===== src/rtl/assert_macros.svh =====
// ------------------------------------------------------------------------
// Assertion macros
// Shared concurrent assertion forms for the token scanner modules.
// ------------------------------------------------------------------------
`ifndef ASSERT_MACROS_SVH
`define ASSERT_MACROS_SVH

// Same-cycle implication, disabled while reset is asserted.
`define ASSERT_IMPLIES(label, clk, rst_n, ante, cons) \
    label: assert property (@(posedge clk) disable iff (!rst_n) (ante) |-> (cons)) \
        else $error("same-cycle check failed");

// Next-cycle implication, disabled while reset is asserted.
`define ASSERT_NEXT(label, clk, rst_n, ante, cons) \
    label: assert property (@(posedge clk) disable iff (!rst_n) (ante) |=> (cons)) \
        else $error("next-cycle check failed");

`endif


===== src/rtl/pl0ts_pkg.sv =====
`timescale 1ns / 1ps
// ------------------------------------------------------------------------
// PL/0 token scanner package
// Types, token codes, character classification and keyword tables.
// ------------------------------------------------------------------------
package pl0ts_pkg;

    localparam int MAX_WORD_CHARS = 10;
    localparam int MAX_DIGITS     = 14;
    localparam int WORD_SLOTS     = 10;
    localparam int NUM_KEYWORDS   = 13;

    typedef logic [59:0] t_text;

    typedef enum logic [2:0] {
        MODE_IDLE,
        MODE_WORD,
        MODE_NUMBER,
        MODE_COLON,
        MODE_LESS,
        MODE_GREATER,
        MODE_HALT
    } t_scan_mode;

    typedef enum logic [2:0] {
        CLS_KEYWORD  = 3'd0,
        CLS_IDENT    = 3'd1,
        CLS_NUMBER   = 3'd2,
        CLS_OPERATOR = 3'd3,
        CLS_DELIM    = 3'd4,
        CLS_ERROR    = 3'd5
    } t_tok_cls;

    typedef enum logic [2:0] {
        CK_SPACE,
        CK_LETTER,
        CK_DIGIT,
        CK_COLON,
        CK_LESS,
        CK_GREATER,
        CK_SIMPLE,
        CK_UNKNOWN
    } t_char_kind;

    localparam logic [3:0] OP_BECOMES = 4'd0;
    localparam logic [3:0] OP_LT      = 4'd1;
    localparam logic [3:0] OP_LE      = 4'd2;
    localparam logic [3:0] OP_GT      = 4'd3;
    localparam logic [3:0] OP_GE      = 4'd4;
    localparam logic [3:0] OP_PLUS    = 4'd5;
    localparam logic [3:0] OP_MINUS   = 4'd6;
    localparam logic [3:0] OP_TIMES   = 4'd7;
    localparam logic [3:0] OP_SLASH   = 4'd8;
    localparam logic [3:0] OP_HASH    = 4'd9;
    localparam logic [3:0] OP_BANG    = 4'd10;

    localparam logic [3:0] DL_LPAREN = 4'd0;
    localparam logic [3:0] DL_RPAREN = 4'd1;
    localparam logic [3:0] DL_COMMA  = 4'd2;
    localparam logic [3:0] DL_SEMI   = 4'd3;
    localparam logic [3:0] DL_PERIOD = 4'd4;
    localparam logic [3:0] DL_LBRACE = 4'd5;
    localparam logic [3:0] DL_RBRACE = 4'd6;
    localparam logic [3:0] DL_QUOTE  = 4'd7;

    localparam logic [3:0] ER_COLON   = 4'd0;
    localparam logic [3:0] ER_UNKNOWN = 4'd1;

    localparam logic [7:0] CH_EQUALS = 8'h3d;

    typedef struct packed {
        t_char_kind kind;
        t_tok_cls   cls;
        logic [3:0] code;
    } t_char_info;

    typedef struct packed {
        t_tok_cls    cls;
        logic [3:0]  code;
        logic [31:0] value;
        logic        too_long;
        logic [3:0]  len;
        t_text       text;
    } t_token;

    typedef struct packed {
        t_token     first;
        logic       has_second;
        t_tok_cls   second_cls;
        logic [3:0] second_code;
    } t_entry;

    localparam logic [79:0] KW_ASCII [NUM_KEYWORDS] = '{
        "begin", "call", "const", "do", "end", "if", "odd",
        "procedure", "read", "then", "var", "while", "write"
    };

    function automatic t_char_info classify(input logic [7:0] c);
        t_char_info info;
        info.kind = CK_UNKNOWN;
        info.cls  = CLS_ERROR;
        info.code = ER_UNKNOWN;
        if (c inside {8'h20, 8'h09, 8'h0a, 8'h0d}) begin
            info.kind = CK_SPACE;
        end else if (c inside {[8'h61:8'h7a]}) begin
            info.kind = CK_LETTER;
        end else if (c inside {[8'h30:8'h39]}) begin
            info.kind = CK_DIGIT;
        end else begin
            case (c)
                8'h3a: info.kind = CK_COLON;
                8'h3c: info.kind = CK_LESS;
                8'h3e: info.kind = CK_GREATER;
                8'h2b: begin info.kind = CK_SIMPLE; info.cls = CLS_OPERATOR; info.code = OP_PLUS; end
                8'h2d: begin info.kind = CK_SIMPLE; info.cls = CLS_OPERATOR; info.code = OP_MINUS; end
                8'h2a: begin info.kind = CK_SIMPLE; info.cls = CLS_OPERATOR; info.code = OP_TIMES; end
                8'h2f: begin info.kind = CK_SIMPLE; info.cls = CLS_OPERATOR; info.code = OP_SLASH; end
                8'h23: begin info.kind = CK_SIMPLE; info.cls = CLS_OPERATOR; info.code = OP_HASH; end
                8'h21: begin info.kind = CK_SIMPLE; info.cls = CLS_OPERATOR; info.code = OP_BANG; end
                8'h28: begin info.kind = CK_SIMPLE; info.cls = CLS_DELIM; info.code = DL_LPAREN; end
                8'h29: begin info.kind = CK_SIMPLE; info.cls = CLS_DELIM; info.code = DL_RPAREN; end
                8'h2c: begin info.kind = CK_SIMPLE; info.cls = CLS_DELIM; info.code = DL_COMMA; end
                8'h3b: begin info.kind = CK_SIMPLE; info.cls = CLS_DELIM; info.code = DL_SEMI; end
                8'h2e: begin info.kind = CK_SIMPLE; info.cls = CLS_DELIM; info.code = DL_PERIOD; end
                8'h7b: begin info.kind = CK_SIMPLE; info.cls = CLS_DELIM; info.code = DL_LBRACE; end
                8'h7d: begin info.kind = CK_SIMPLE; info.cls = CLS_DELIM; info.code = DL_RBRACE; end
                8'h22: begin info.kind = CK_SIMPLE; info.cls = CLS_DELIM; info.code = DL_QUOTE; end
                default: ;
            endcase
        end
        return info;
    endfunction

    function automatic logic [5:0] char6(input logic [7:0] c);
        logic [5:0] v;
        if (c inside {[8'h61:8'h7a]}) begin
            v = 6'(c - 8'h61);
        end else begin
            v = 6'(c - 8'd22);
        end
        return v;
    endfunction

    function automatic t_token simple_token(input t_tok_cls cls, input logic [3:0] code);
        t_token t;
        t      = '0;
        t.cls  = cls;
        t.code = code;
        return t;
    endfunction

    // Packs a right-justified ASCII keyword as {length, 6-bit text}.
    function automatic logic [63:0] kw_pack(input logic [79:0] s);
        logic [3:0] len;
        t_text      text;
        logic [7:0] b;
        len  = '0;
        text = '0;
        for (int i = 9; i >= 0; i--) begin
            b = s[8*i +: 8];
            if (b != 8'h00) begin
                text = text | (t_text'(char6(b)) << (6 * len));
                len  = len + 4'd1;
            end
        end
        return {len, text};
    endfunction

endpackage


===== src/rtl/pl0ts_front.sv =====
`timescale 1ns / 1ps
`include "assert_macros.svh"
// ------------------------------------------------------------------------
// Scanner front end
// Accepts one character beat a cycle while the queue is not full, runs the
// scan state machine and pushes the tokens a beat completes to the queue.
// ------------------------------------------------------------------------
module pl0ts_front (
    input  logic              i_clk,
    input  logic              i_rst_n,
    input  logic              i_push,
    input  logic [7:0]        i_char_code,
    input  logic              i_end_of_text,
    input  logic              i_queue_full,
    output logic              o_push,
    output pl0ts_pkg::t_entry o_entry
);
    import pl0ts_pkg::*;

    t_scan_mode  r_mode,     n_mode;
    t_text       r_word_buf, n_word_buf;
    logic [3:0]  r_word_len, n_word_len;
    logic [31:0] r_acc,      n_acc;
    logic [4:0]  r_digits,   n_digits;

    logic       accept;
    t_char_info info;
    logic       have_first;
    t_token     first;
    logic       run_idle;
    logic       idle_emit;
    t_token     idle_tok;
    t_token     word_tok;
    t_token     num_tok;
    logic       char_is_eq;
    logic       cont_word;
    logic [5:0] c6;

    always_ff @(posedge i_clk) begin
        if (!i_rst_n) begin
            r_mode     <= MODE_IDLE;
            r_word_buf <= '0;
            r_word_len <= '0;
            r_acc      <= '0;
            r_digits   <= '0;
        end else if (accept) begin
            r_mode     <= n_mode;
            r_word_buf <= n_word_buf;
            r_word_len <= n_word_len;
            r_acc      <= n_acc;
            r_digits   <= n_digits;
        end
    end

    always_comb begin
        accept     = i_push && !i_queue_full;
        info       = classify(i_char_code);
        c6         = char6(i_char_code);
        char_is_eq = (i_char_code == CH_EQUALS);
        cont_word  = (info.kind == CK_LETTER) || (info.kind == CK_DIGIT);

        n_mode     = r_mode;
        n_word_buf = r_word_buf;
        n_word_len = r_word_len;
        n_acc      = r_acc;
        n_digits   = r_digits;

        have_first = 1'b0;
        first      = '0;
        run_idle   = 1'b0;
        idle_emit  = 1'b0;
        idle_tok   = '0;

        word_tok      = '0;
        word_tok.cls  = CLS_IDENT;
        word_tok.len  = r_word_len;
        word_tok.text = r_word_buf;

        num_tok          = '0;
        num_tok.cls      = CLS_NUMBER;
        num_tok.value    = r_acc;
        num_tok.too_long = (r_digits > 5'(MAX_DIGITS + 1));

        if (i_end_of_text) begin
            case (r_mode)
                MODE_WORD: begin
                    have_first = 1'b1;
                    first      = word_tok;
                end
                MODE_NUMBER: begin
                    have_first = 1'b1;
                    first      = num_tok;
                end
                MODE_COLON: begin
                    have_first = 1'b1;
                    first      = simple_token(CLS_ERROR, ER_COLON);
                end
                MODE_LESS: begin
                    have_first = 1'b1;
                    first      = simple_token(CLS_OPERATOR, OP_LT);
                end
                MODE_GREATER: begin
                    have_first = 1'b1;
                    first      = simple_token(CLS_OPERATOR, OP_GT);
                end
                default: ;
            endcase
            n_mode     = MODE_IDLE;
            n_word_buf = '0;
            n_word_len = '0;
            n_acc      = '0;
            n_digits   = '0;
        end else begin
            case (r_mode)
                MODE_WORD: begin
                    if (cont_word) begin
                        if (r_word_len < 4'(MAX_WORD_CHARS)) begin
                            for (int i = 0; i < WORD_SLOTS; i++) begin
                                if (r_word_len == 4'(i)) begin
                                    n_word_buf[6*i +: 6] = c6;
                                end
                            end
                            n_word_len = r_word_len + 4'd1;
                        end
                    end else begin
                        have_first = 1'b1;
                        first      = word_tok;
                        run_idle   = 1'b1;
                    end
                end
                MODE_NUMBER: begin
                    if (info.kind == CK_DIGIT) begin
                        n_acc = {r_acc[28:0], 3'b000} + {r_acc[30:0], 1'b0}
                              + {28'd0, i_char_code[3:0]};
                        if (r_digits != 5'd31) begin
                            n_digits = r_digits + 5'd1;
                        end
                    end else begin
                        have_first = 1'b1;
                        first      = num_tok;
                        run_idle   = 1'b1;
                    end
                end
                MODE_COLON: begin
                    have_first = 1'b1;
                    if (char_is_eq) begin
                        first  = simple_token(CLS_OPERATOR, OP_BECOMES);
                        n_mode = MODE_IDLE;
                    end else begin
                        first    = simple_token(CLS_ERROR, ER_COLON);
                        run_idle = 1'b1;
                    end
                end
                MODE_LESS: begin
                    have_first = 1'b1;
                    if (char_is_eq) begin
                        first  = simple_token(CLS_OPERATOR, OP_LE);
                        n_mode = MODE_IDLE;
                    end else begin
                        first    = simple_token(CLS_OPERATOR, OP_LT);
                        run_idle = 1'b1;
                    end
                end
                MODE_GREATER: begin
                    have_first = 1'b1;
                    if (char_is_eq) begin
                        first  = simple_token(CLS_OPERATOR, OP_GE);
                        n_mode = MODE_IDLE;
                    end else begin
                        first    = simple_token(CLS_OPERATOR, OP_GT);
                        run_idle = 1'b1;
                    end
                end
                MODE_HALT: ;
                default: run_idle = 1'b1;
            endcase
        end

        if (run_idle) begin
            n_mode = MODE_IDLE;
            case (info.kind)
                CK_LETTER: begin
                    n_word_buf = t_text'(c6);
                    n_word_len = 4'd1;
                    n_mode     = MODE_WORD;
                end
                CK_DIGIT: begin
                    n_acc    = {28'd0, i_char_code[3:0]};
                    n_digits = 5'd1;
                    n_mode   = MODE_NUMBER;
                end
                CK_COLON:   n_mode = MODE_COLON;
                CK_LESS:    n_mode = MODE_LESS;
                CK_GREATER: n_mode = MODE_GREATER;
                CK_SIMPLE: begin
                    idle_emit = 1'b1;
                    idle_tok  = simple_token(info.cls, info.code);
                end
                CK_UNKNOWN: begin
                    idle_emit = 1'b1;
                    idle_tok  = simple_token(CLS_ERROR, ER_UNKNOWN);
                    n_mode    = MODE_HALT;
                end
                default: ;
            endcase
        end

        o_entry = '0;
        if (have_first) begin
            o_entry.first       = first;
            o_entry.has_second  = idle_emit;
            o_entry.second_cls  = idle_tok.cls;
            o_entry.second_code = idle_tok.code;
        end else begin
            o_entry.first = idle_tok;
        end
        o_push = accept && (have_first || idle_emit);
    end

    `ASSERT_IMPLIES(a_halt_is_silent, i_clk, i_rst_n, accept && (r_mode == MODE_HALT) && !i_end_of_text, !o_push)
    `ASSERT_IMPLIES(a_word_len_bound, i_clk, i_rst_n, r_mode == MODE_WORD, (r_word_len != 4'd0) && (r_word_len <= 4'(MAX_WORD_CHARS)))

endmodule


===== src/rtl/pl0ts_queue.sv =====
`timescale 1ns / 1ps
`include "assert_macros.svh"
// ------------------------------------------------------------------------
// Token queue
// Short first-in first-out register queue between the scanner front end
// and the token output stage; one entry holds the tokens of one beat.
// ------------------------------------------------------------------------
module pl0ts_queue #(
    parameter int DEPTH = 4
) (
    input  logic              i_clk,
    input  logic              i_rst_n,
    input  logic              i_push,
    input  pl0ts_pkg::t_entry i_entry,
    output logic              o_full,
    output logic              o_valid,
    output pl0ts_pkg::t_entry o_head,
    input  logic              i_pop
);
    import pl0ts_pkg::*;

    localparam int PTR_W = $clog2(DEPTH);
    localparam int CNT_W = $clog2(DEPTH + 1);

    t_entry             r_mem [DEPTH];
    logic [PTR_W-1:0]   r_wr_ptr, n_wr_ptr;
    logic [PTR_W-1:0]   r_rd_ptr, n_rd_ptr;
    logic [CNT_W-1:0]   r_count,  n_count;

    always_ff @(posedge i_clk) begin
        if (!i_rst_n) begin
            r_wr_ptr <= '0;
            r_rd_ptr <= '0;
            r_count  <= '0;
        end else begin
            r_wr_ptr <= n_wr_ptr;
            r_rd_ptr <= n_rd_ptr;
            r_count  <= n_count;
        end
    end

    always_ff @(posedge i_clk) begin
        if (i_push) begin
            r_mem[r_wr_ptr] <= i_entry;
        end
    end

    always_comb begin
        o_full   = (r_count == CNT_W'(DEPTH));
        o_valid  = (r_count != '0);
        o_head   = r_mem[r_rd_ptr];
        n_wr_ptr = r_wr_ptr;
        n_rd_ptr = r_rd_ptr;
        n_count  = r_count;
        if (i_push) begin
            n_wr_ptr = (r_wr_ptr == PTR_W'(DEPTH - 1)) ? '0 : r_wr_ptr + 1'b1;
        end
        if (i_pop) begin
            n_rd_ptr = (r_rd_ptr == PTR_W'(DEPTH - 1)) ? '0 : r_rd_ptr + 1'b1;
        end
        if (i_push && !i_pop) begin
            n_count = r_count + 1'b1;
        end else if (!i_push && i_pop) begin
            n_count = r_count - 1'b1;
        end
    end

    `ASSERT_IMPLIES(a_no_overflow, i_clk, i_rst_n, i_push, !o_full)
    `ASSERT_IMPLIES(a_no_underflow, i_clk, i_rst_n, i_pop, o_valid)

endmodule


===== src/rtl/pl0ts_back.sv =====
`timescale 1ns / 1ps
`include "assert_macros.svh"
// ------------------------------------------------------------------------
// Token output stage
// Takes queue entries, resolves keywords and presents one token beat at a
// time from an output register, marking the last token of each input beat.
// ------------------------------------------------------------------------
module pl0ts_back (
    input  logic              i_clk,
    input  logic              i_rst_n,
    input  logic              i_head_valid,
    input  pl0ts_pkg::t_entry i_head,
    output logic              o_head_pop,
    input  logic              i_pop,
    output logic              o_valid,
    output pl0ts_pkg::t_token o_token,
    output logic              o_last
);
    import pl0ts_pkg::*;

    logic       r_valid, n_valid;
    logic       r_last,  n_last;
    logic       r_pend,  n_pend;
    t_token     r_tok,   n_tok;
    t_tok_cls   r_pend_cls,  n_pend_cls;
    logic [3:0] r_pend_code, n_pend_code;

    logic [NUM_KEYWORDS-1:0] kw_hit;
    logic [3:0]              kw_code;
    t_token                  resolved;
    logic                    load;

    for (genvar k = 0; k < NUM_KEYWORDS; k++) begin : g_kw
        localparam logic [63:0] KW = kw_pack(KW_ASCII[k]);
        assign kw_hit[k] = (i_head.first.len == KW[63:60]) && (i_head.first.text == KW[59:0]);
    end

    always_ff @(posedge i_clk) begin
        if (!i_rst_n) begin
            r_valid <= 1'b0;
            r_last  <= 1'b0;
            r_pend  <= 1'b0;
        end else begin
            r_valid <= n_valid;
            r_last  <= n_last;
            r_pend  <= n_pend;
        end
    end

    always_ff @(posedge i_clk) begin
        r_tok       <= n_tok;
        r_pend_cls  <= n_pend_cls;
        r_pend_code <= n_pend_code;
    end

    always_comb begin
        kw_code = '0;
        for (int k = NUM_KEYWORDS - 1; k >= 0; k--) begin
            if (kw_hit[k]) begin
                kw_code = 4'(k);
            end
        end
        resolved = i_head.first;
        if ((i_head.first.cls == CLS_IDENT) && (kw_hit != '0)) begin
            resolved.cls  = CLS_KEYWORD;
            resolved.code = kw_code;
        end

        load        = !r_valid || i_pop;
        n_valid     = r_valid;
        n_last      = r_last;
        n_pend      = r_pend;
        n_tok       = r_tok;
        n_pend_cls  = r_pend_cls;
        n_pend_code = r_pend_code;
        o_head_pop  = 1'b0;

        if (load) begin
            if (r_pend) begin
                n_tok   = simple_token(r_pend_cls, r_pend_code);
                n_last  = 1'b1;
                n_valid = 1'b1;
                n_pend  = 1'b0;
            end else if (i_head_valid) begin
                n_tok       = resolved;
                n_last      = !i_head.has_second;
                n_pend      = i_head.has_second;
                n_pend_cls  = i_head.second_cls;
                n_pend_code = i_head.second_code;
                n_valid     = 1'b1;
                o_head_pop  = 1'b1;
            end else begin
                n_valid = 1'b0;
            end
        end

        o_valid = r_valid;
        o_token = r_tok;
        o_last  = r_last;
    end

    `ASSERT_IMPLIES(a_pend_behind_first, i_clk, i_rst_n, r_pend, r_valid && !r_last)
    `ASSERT_IMPLIES(a_pop_only_on_load, i_clk, i_rst_n, o_head_pop, i_head_valid && !r_pend)
    `ASSERT_NEXT(a_second_follows, i_clk, i_rst_n, r_pend && i_pop, r_valid && r_last)

endmodule


===== src/rtl/pl0_token_scanner.sv =====
`timescale 1ns / 1ps
// ------------------------------------------------------------------------
// PL/0 token scanner
// Scans a stream of source characters into PL/0 tokens.
// ------------------------------------------------------------------------
// Input side: one character per beat, taken when push is high and full is
// low; end_of_text in a beat flushes any pending token and returns the
// scanner to idle. Output side: the oldest token stands on the o_ ports
// while empty is low and is taken when pop is high.
// A beat gives zero, one or two tokens; o_last_of_run marks the last token
// that a beat gives. When the output side is free, the first token of a
// beat passes through the queue and then the output register to the ports.
// Throughput: one character beat per cycle while full is low and one token
// beat per cycle while pop is high; the single output register sets the
// token rate, so a beat giving two tokens holds the output register for
// both in turn and the queue of QUEUE_DEPTH entries absorbs the difference.
// If the receiver stalls, tokens wait in the output register and queue;
// full rises once the queue fills and no character is taken until space
// frees. Synchronous reset empties the queue and returns the scanner to
// idle with cleared word and number buffers.
// ------------------------------------------------------------------------
module pl0_token_scanner #(
    parameter int QUEUE_DEPTH = 4
) (
    input  logic        i_clk,
    input  logic        i_rst_n,
    input  logic        push,
    output logic        full,
    input  logic [7:0]  i_char_code,
    input  logic        i_end_of_text,
    output logic        empty,
    input  logic        pop,
    output logic [2:0]  o_token_class,
    output logic [3:0]  o_token_code,
    output logic [31:0] o_number_value,
    output logic        o_number_too_long,
    output logic [3:0]  o_ident_length,
    output logic [59:0] o_ident_text,
    output logic        o_last_of_run
);
    import pl0ts_pkg::*;

    logic   q_full;
    logic   q_push;
    t_entry q_in;
    logic   q_valid;
    t_entry q_head;
    logic   q_pop;
    logic   out_valid;
    t_token out_tok;

    pl0ts_front u_front (
        .i_clk        (i_clk),
        .i_rst_n      (i_rst_n),
        .i_push       (push),
        .i_char_code  (i_char_code),
        .i_end_of_text(i_end_of_text),
        .i_queue_full (q_full),
        .o_push       (q_push),
        .o_entry      (q_in)
    );

    pl0ts_queue #(
        .DEPTH(QUEUE_DEPTH)
    ) u_queue (
        .i_clk  (i_clk),
        .i_rst_n(i_rst_n),
        .i_push (q_push),
        .i_entry(q_in),
        .o_full (q_full),
        .o_valid(q_valid),
        .o_head (q_head),
        .i_pop  (q_pop)
    );

    pl0ts_back u_back (
        .i_clk       (i_clk),
        .i_rst_n     (i_rst_n),
        .i_head_valid(q_valid),
        .i_head      (q_head),
        .o_head_pop  (q_pop),
        .i_pop       (pop),
        .o_valid     (out_valid),
        .o_token     (out_tok),
        .o_last      (o_last_of_run)
    );

    assign full              = q_full;
    assign empty             = !out_valid;
    assign o_token_class     = out_tok.cls;
    assign o_token_code      = out_tok.code;
    assign o_number_value    = out_tok.value;
    assign o_number_too_long = out_tok.too_long;
    assign o_ident_length    = out_tok.len;
    assign o_ident_text      = out_tok.text;

endmodule

===== config.mk =====
export PLATFORM = sky130hd
export DESIGN_NAME = pl0_token_scanner
export DESIGN_NICKNAME = d
export VERILOG_FILES = /design/src/rtl/pl0ts_pkg.sv /design/src/rtl/pl0ts_front.sv /design/src/rtl/pl0ts_queue.sv /design/src/rtl/pl0ts_back.sv /design/src/rtl/pl0_token_scanner.sv
export VERILOG_INCLUDE_DIRS = /design/src /design/src/rtl
export SDC_FILE = /design/constraint.sdc
export NUM_CORES = 1
export LEC_CHECK = 0
export BUFFER_PORTS_ARGS = -buffer_cell sky130_fd_sc_hd__clkbuf_2
export CAP_MARGIN = 5
export CORE_ASPECT_RATIO = 1.75
export CORE_MARGIN = 8
export CORE_UTILIZATION = 57
export CTS_BUF_LIST = sky130_fd_sc_hd__clkbuf_8 sky130_fd_sc_hd__clkbuf_16
export CTS_CLUSTER_DIAMETER = 60
export DETAILED_ROUTE_END_ITERATION = 10
export PLACE_DENSITY = 0.85
export SLEW_MARGIN = 15
export SYNTH_ARGS = -nofsm -noshare
export SYNTH_HDL_FRONTEND = slang
export SYNTH_SLANG_ARGS = --single-unit

===== constraint.sdc =====
create_clock -name i_clk -period 8 [get_ports i_clk]
set_clock_uncertainty 0.15 [all_clocks]
set_input_delay 0.8 -clock i_clk [delete_from_list [all_inputs] [get_ports i_clk]]
set_output_delay 0.8 -clock i_clk [all_outputs]
set_load 0.02 [all_outputs]

### Yosys cells after proc, flatten, opt, wreduce, memory -nomap -nowiden

Memories as Yosys holds them, arrays and structs flattened. A register that Yosys moved wholly into a read port is not among the register bits.
Cells that the tools add are included.

| storage, ports and cells | value |
|---|---|
| word-level logic and storage cells | 248 |
| bits in registers | 225 |
| memories | 1 |
| bits in writable memories | 448 |
| bits of input ports | 13 |

| operators by class | value |
|---|---|
| reductions and logical operators | 43 |
| bitwise gates (word level) | 1 |
| $lt $le $gt $ge | 6 |
| equal/unequal tests | 67 |
| add/sub/neg operators | 10 |
| multiplexer cells | 101 |

Memories:

| name | words | width | read ports | clocked after memory_dff | wr ports | RTL line | RTL |
|---|---|---|---|---|---|---|---|
| u_queue.r_mem | 4 | 112 | 1 | 1 | 1 | pl0ts_queue.sv:25 | `t_entry r_mem [DEPTH];` |

Operators by type and width:

| cell | count |
|---|---|
| one-hot mux 104 bit (5 select lines) | 2 |
| 2-to-1 mux 104 bit | 6 |
| 2-to-1 mux 60 bit | 6 |
| one-hot mux 104 bit (2 select lines) | 1 |
| 2-to-1 mux 32 bit | 5 |
| == test 8 x 6 -> 1 bit (second input constant) | 17 |
| == test 60 x 14 -> 1 bit (second input constant) | 2 |
| == test 60 x 22 -> 1 bit (second input constant) | 2 |
| == test 60 x 27 -> 1 bit (second input constant) | 2 |
| 2-to-1 mux 103 bit | 1 |
| 2-to-1 mux 102 bit | 1 |
| 2-to-1 mux 100 bit | 1 |
| 2-to-1 mux 99 bit | 1 |
| one-hot mux 7 bit (14 select lines) | 1 |
| 2-to-1 mux 4 bit | 19 |
| 2-to-1 mux 6 bit | 11 |
| == test 60 x 10 -> 1 bit (second input constant) | 1 |
| == test 60 x 17 -> 1 bit (second input constant) | 1 |
| == test 60 x 20 -> 1 bit (second input constant) | 1 |
| == test 60 x 28 -> 1 bit (second input constant) | 1 |
| == test 60 x 29 -> 1 bit (second input constant) | 1 |
| == test 60 x 51 -> 1 bit (second input constant) | 1 |
| == test 60 x 9 -> 1 bit (second input constant) | 1 |
| adder 32 bit | 1 |
| other kinds (50) | 142 |

### Depth between registers and ports, before layout

| logic depth | value |
|---|---|
| depth after elaboration | 18 |
| depth in mapped cells | 17 |
| mapped depth without buffers | 15 |

### Cells and area by module

From an unflattened synthesis, not the netlist that was laid out.

| unflattened totals | value |
|---|---|
| cells, all modules | 1,927 |
| area total of the unflattened synthesis | 29,462.0 µm² |

By module, submodules not included:

| module | sequential area each (µm²) | times used | area each (µm²) | cells each |
|---|---|---|---|---|
| pl0ts_queue | 13,633.1 | 1 | 16,704.8 | 629 |
| pl0ts_front | 2,082.0 | 1 | 7,699.9 | 916 |
| pl0ts_back | 3,393.3 | 1 | 5,053.6 | 381 |
| pl0_token_scanner | 0.0 | 1 | 3.8 | 1 |

### Worst setup path before layout

No wires, ideal clock.

| timing path | value |
|---|---|
| path type | input to register |
| start point | input port pop |
| end point | register u_back.r_last (netlist: u_back.o_last) |
| arrival time | 6.482 ns |
| cell stages on the path | 4 |
| path slack | 1.277 ns |
| setup time | 0.091 ns |
| required time | 7.759 ns |
| path through | nor2_1 -> a21oi_1 -> o21ai_0 -> a21oi_1 |

| between the ends | value |
|---|---|
| longest elaborated chain between the ends | 2 |

Ends and longest elaborated chain:

| element | RTL line | RTL |
|---|---|---|
| start: declaration | pl0_token_scanner.sv:32 | `input logic pop,` |
| logical OR 1 bit | pl0ts_back.sv:69 | `load = !r_valid \|\| i_pop;` |
| AND reduction 2 bit (no line) | -- |  |
| end signal: assignment | pl0ts_back.sv:45 | `r_last <= n_last;` |
| end: declaration | pl0ts_back.sv:22 | `logic r_last, n_last;` |

No other way between the ends.
A chain may end at the register's enable or synchronous reset.

### Worst setup path after layout

| timing path | value |
|---|---|
| start point | input port i_char_code[1] |
| end point | memory u_queue.r_mem[0][91] (netlist name), enable pin |

| between the ends | value |
|---|---|
| longest elaborated chain between the ends | 16 |
| elaborated cells on any way between the ends | 53 |
| those cells by class | 4 x order compare; 26 x eq/ne; 15 x mux; 8 x reduce/logical |

Ends and longest elaborated chain:

| element | RTL line | RTL |
|---|---|---|
| start: declaration | pl0_token_scanner.sv:29 | `input logic [7:0] i_char_code,` |
| == test 8 x 6 -> 1 bit / == test 8 x 7 -> 1 bit (equally long branches) | pl0ts_pkg.sv:110 | `case (c)` |
| OR reduction 14 bit (no line) | -- |  |
| one-hot mux 3 bit (4 select lines) | pl0ts_pkg.sv:110 |  |
| 2-to-1 mux 3 bit | pl0ts_pkg.sv:107 | `end else if (c inside {[8'h30:8'h39]}) begin` |
| 2-to-1 mux 3 bit | pl0ts_pkg.sv:105 | `end else if (c inside {[8'h61:8'h7a]}) begin` |
| 2-to-1 mux 3 bit | pl0ts_pkg.sv:103 | `if (c inside {8'h20, 8'h09, 8'h0a, 8'h0d}) begin` |
| == test 3 x 1 -> 1 bit / == test 3 x 2 -> 1 bit (equally long branches) | pl0ts_front.sv:60, pl0ts_front.sv:132 |  |
| logical OR 1 bit | pl0ts_front.sv:60 | `cont_word = (info.kind == CK_LETTER) \|\| (info.kind == CK_DIGIT);` |
| 2-to-1 mux 1 bit | pl0ts_front.sv:116 | `if (cont_word) begin` |
| one-hot mux 1 bit (4 select lines) | pl0ts_front.sv:114 | `case (r_mode)` |
| 2-to-1 mux 1 bit | pl0ts_front.sv:84 | `if (i_end_of_text) begin` |
| 2-to-1 mux 1 bit | pl0ts_front.sv:179 | `if (run_idle) begin` |
| logical OR 1 bit (*) | pl0ts_front.sv:217 | `o_push = accept && (have_first \|\| idle_emit);` |
| logical AND 1 bit (*) | pl0ts_front.sv:217 |  |
| via q_push | pl0_token_scanner.sv:44 | `logic q_push;` |
| 2-to-1 mux 1 bit (*) | pl0ts_queue.sv:43 | `if (i_push) begin` |
| 2-to-1 mux 1 bit (implied by the code) (*) | pl0ts_queue.sv:44 | `r_mem[r_wr_ptr] <= i_entry;` |
| end: declaration | pl0ts_queue.sv:25 |  |

Mark *: on every way through the listed nets, which the timed path passes. The rest lies on a longest branch.

==> flow_summary.json <==
{
  "wl_met2_mm": 37.4,
  "switching_power_w": 0.00316,
  "grt_pass1_vias": 18000,
  "arrival_ns": 5.30,
  "core_area_um2": 50300,
  "mostFrequentLayoutCell": "edfxtp_1",
  "slew_headroom_pct": 26.3,
  "switching_share_pct": 31.5,
  "final_cell_mix": "edfxtp_1, and2_1, clkbuf_2, dfxtp_1, mux4_2",
  "hold_path.class": "register to register",
  "ctsHoldBuffers": 0,
  "globalRouteOverflowTotal": 0,
  "synth_top_area_share_pct": 58.0,
  "drt_iter0_markers": 1531,
  "cp.required_ns": 8.10,
  "clock_latency_ns": 0.62,
  "die_x_um": 186,
  "cts_num_sinks": 675,
  "synth.net_count": 2034,
  "cp_max_fo": 57,
  "setup_viol": 0,
  "io_buffers": 119,
  "cts_buffers": 56,
  "drcViolationCount": 0,
  "drt_pass1_iterations": 7,
  "initial_core_util_pct": 57.5,
  "ant_nets": 0,
  "grt_max_degree": 102,
  "wl_mm": 70.1,
  "leakage_nw": 11.3,
  "design.die.area_um2": 58600,
  "postCtsSetupBuffers": 0,
  "multiInputGateArea_um2": 9230,
  "cap_violations": 0,
  "finalCritPeriodShare_pct": 65.0,
  "rsz0062_at_grt": "false",
  "place_congestion": 0.940,
  "grtUsageTotal_pct": 23.5,
  "root_buffer": "clkbuf_16",
  "comb_power_share_pct": 26.4,
  "fillCellCount": 3479,
  "internal_power_w": 0.00689,
  "ys_seq_area_share_pct": 66.0,
  "vias": 17500,
  "top_layer": "met4",
  "pre_cts_ws_ns": 2.24,
  "post_cts_resize_count": 0,
  "p_clk_share_pct": 27.1,
  "setup_ws_ns": 2.80,
  "yosys_warnings": 0,
  "std_cell_rows": 109,
  "cts_tree": "done",
  "htreeDepth": 2,
  "regArea_um2": 19100,
  "hold_violations": 0,
  "wire_per_inst_um": 25.2,
  "io_pins": 120,
  "wl_met1_mm": 23.8,
  "ys_top_cells_by_area": "edfxtp_1, mux4_2, dfxtp_1, and2_1, ha_1",
  "design_area_um2": 32100,
  "die_y_um": 314,
  "ir_worst_vdd_mv": 0.202,
  "clk_pin_slew_worst_paths_ns": 0.07,
  "dpl.hpwl_mm": 47.7,
  "utilization_pct": 63.8,
  "p_per_area_nw_per_um2": 313,
  "synth-seq-cells": 675,
  "synthCells": 1940,
  "synthArstFlopShare_pct": 0,
  "grt_pass1_wl_mm": 106,
  "finalSetupTns_ns": 0,
  "cts_buffer_depth": 3,
  "synthDistinctLibCells": 86,
  "synth_edf_count": 559,
  "wl_met3_mm": 4.25,
  "drive_above_1_share_pct": 18.0,
  "ys.flop_type": "edfxtp_1",
  "timing.fmax_mhz": 192,
  "syn_area_um2": 29000,
  "maxSlewViolCount": 0,
  "grt_antenna_before_repair": 0,
  "synthToLayoutAreaGrowth_pct": 10.9,
  "p_seq_share_pct": 46.5,
  "min_period_ns": 5.20,
  "avgViaCountPerCell": 6.28,
  "cp-start-kind": "primary input",
  "critPathKind": "primary input to register",
  "place_area_um2": 30300,
  "n_antenna_cell": 0,
  "syn_area_per_cell_um2": 14.9,
  "yosysTopAreaCell": "edfxtp_1",
  "critPathCaptureType": "register",
  "status": "completed",
  "nNetsFinal": 2161,
  "worst_pin_slew_ns": 1.09
}
## cell usage after synthesis, drive strengths merged, types with 7 or more instances
library cell / count
and2: 174
nor4b: 9
nor3: 28
edfxtp: 559
xnor2: 22
xor2: 9
buf: 18
o22ai: 33
mux4: 111
ha: 78
nor2b: 34
nand2: 93
nor4: 49
dfxtp: 116
inv: 63
or3: 8
nor2: 94
o21ai: 75
a21oi: 47
clkbuf: 63
nand3: 30
nand4: 20
a22oi: 26
o21a: 10
a21boi: 9
mux2i: 8
nand2b: 15
a21o: 13
and3: 9
a31oi: 8
nor3b: 7
## final timing paths
path,from,cells after the start,end,slack [ns]
setup / recovery,i_char_code[1],12,u_queue.r_mem[0][91],2.80
hold / removal,u_front.r_word_buf[47],1,u_front.r_word_buf[47],0.31
setup reg to reg,register,11,u_back.o_token[97],2.96
hold reg to reg,u_front.r_word_buf[47],1,u_front.r_word_buf[47],0.31
## through the flow
step	cells	hold WS [ns]	power [W]
after floorplan	1940	0.267	0.00659
after global placement	2674	0.290	0.00736
after detailed placement	2674	0.290	0.00741
after CTS	2780	0.310	0.0101
after global routing	2781	0.324	0.0104
final	2781	0.310	0.0101
## layer usage
metal | vias to the layer above | global-route usage [%]
met2 | 785 | 43.7
met3 | 245 | 3.53
met4 | 0 | 14.7
met5 | - | 0
met1 | 8694 | 24.5
li1 | 7736 | -
## worst max-delay path, stage by stage
cell and delay [ns]:
clkbuf_2 0.18, inv_1 0.21, ha_1 0.25, or3b_2 0.47, nor3_1 0.19, o21a_1 0.39, o211ai_1 0.23, a31oi_1 0.36
nand3_1 0.15, a21oi_1 0.57, and2_4 0.85, buf_4 0.56
## flip-flops by register name, summed over array words and instances, names as in the netlist, 4 cells and up, named ones only
| signal | count |
|---|---|
| u_front.r_digits | 5 |
| u_queue.r_mem | 448 |
| u_back.r_pend_code | 4 |
| u_front.r_acc | 32 |
| u_back.o_token | 104 |
| u_front.r_word_len | 4 |
| u_front.r_word_buf | 60 |
## cells by family (layout without fill, tap and decap cells)
kind of cell,Yosys count,count (layout),synth area share (%)
flip-flops,675,675,66.0
AND/OR/NAND/NOR,602,602,11.7
buffers and inverters,145,320,2.29
XOR/XNOR,31,31,0.937
AO/OA/AOI/OAI,283,283,6.37
multiplexers,123,123,9.13
adder cells (fa/ha/maj),81,81,3.58
## area by class of cell
type                    count  share of cell area (%)
clock buffers              58                    4.48
flip-flops and latches    675                    59.5
inverters                  64                   0.748
clock inverters            48                    1.27
well taps                 666                    2.59
repair buffers            150                    2.64
multi-input cells        1120                    28.7
## power by group through the flow
stage          Combinational (W)  Clock [W]  Sequential [W]
2_1_floorplan            0.00154          0         0.00506
3_3_place_gp             0.00263          0         0.00473
3_5_place_dp             0.00266          0         0.00475
4_1_cts                  0.00268    0.00275         0.00468
5_1_grt                  0.00282    0.00286         0.00473
6_report                 0.00265    0.00273         0.00467
(Power assumes the default switching activity.)
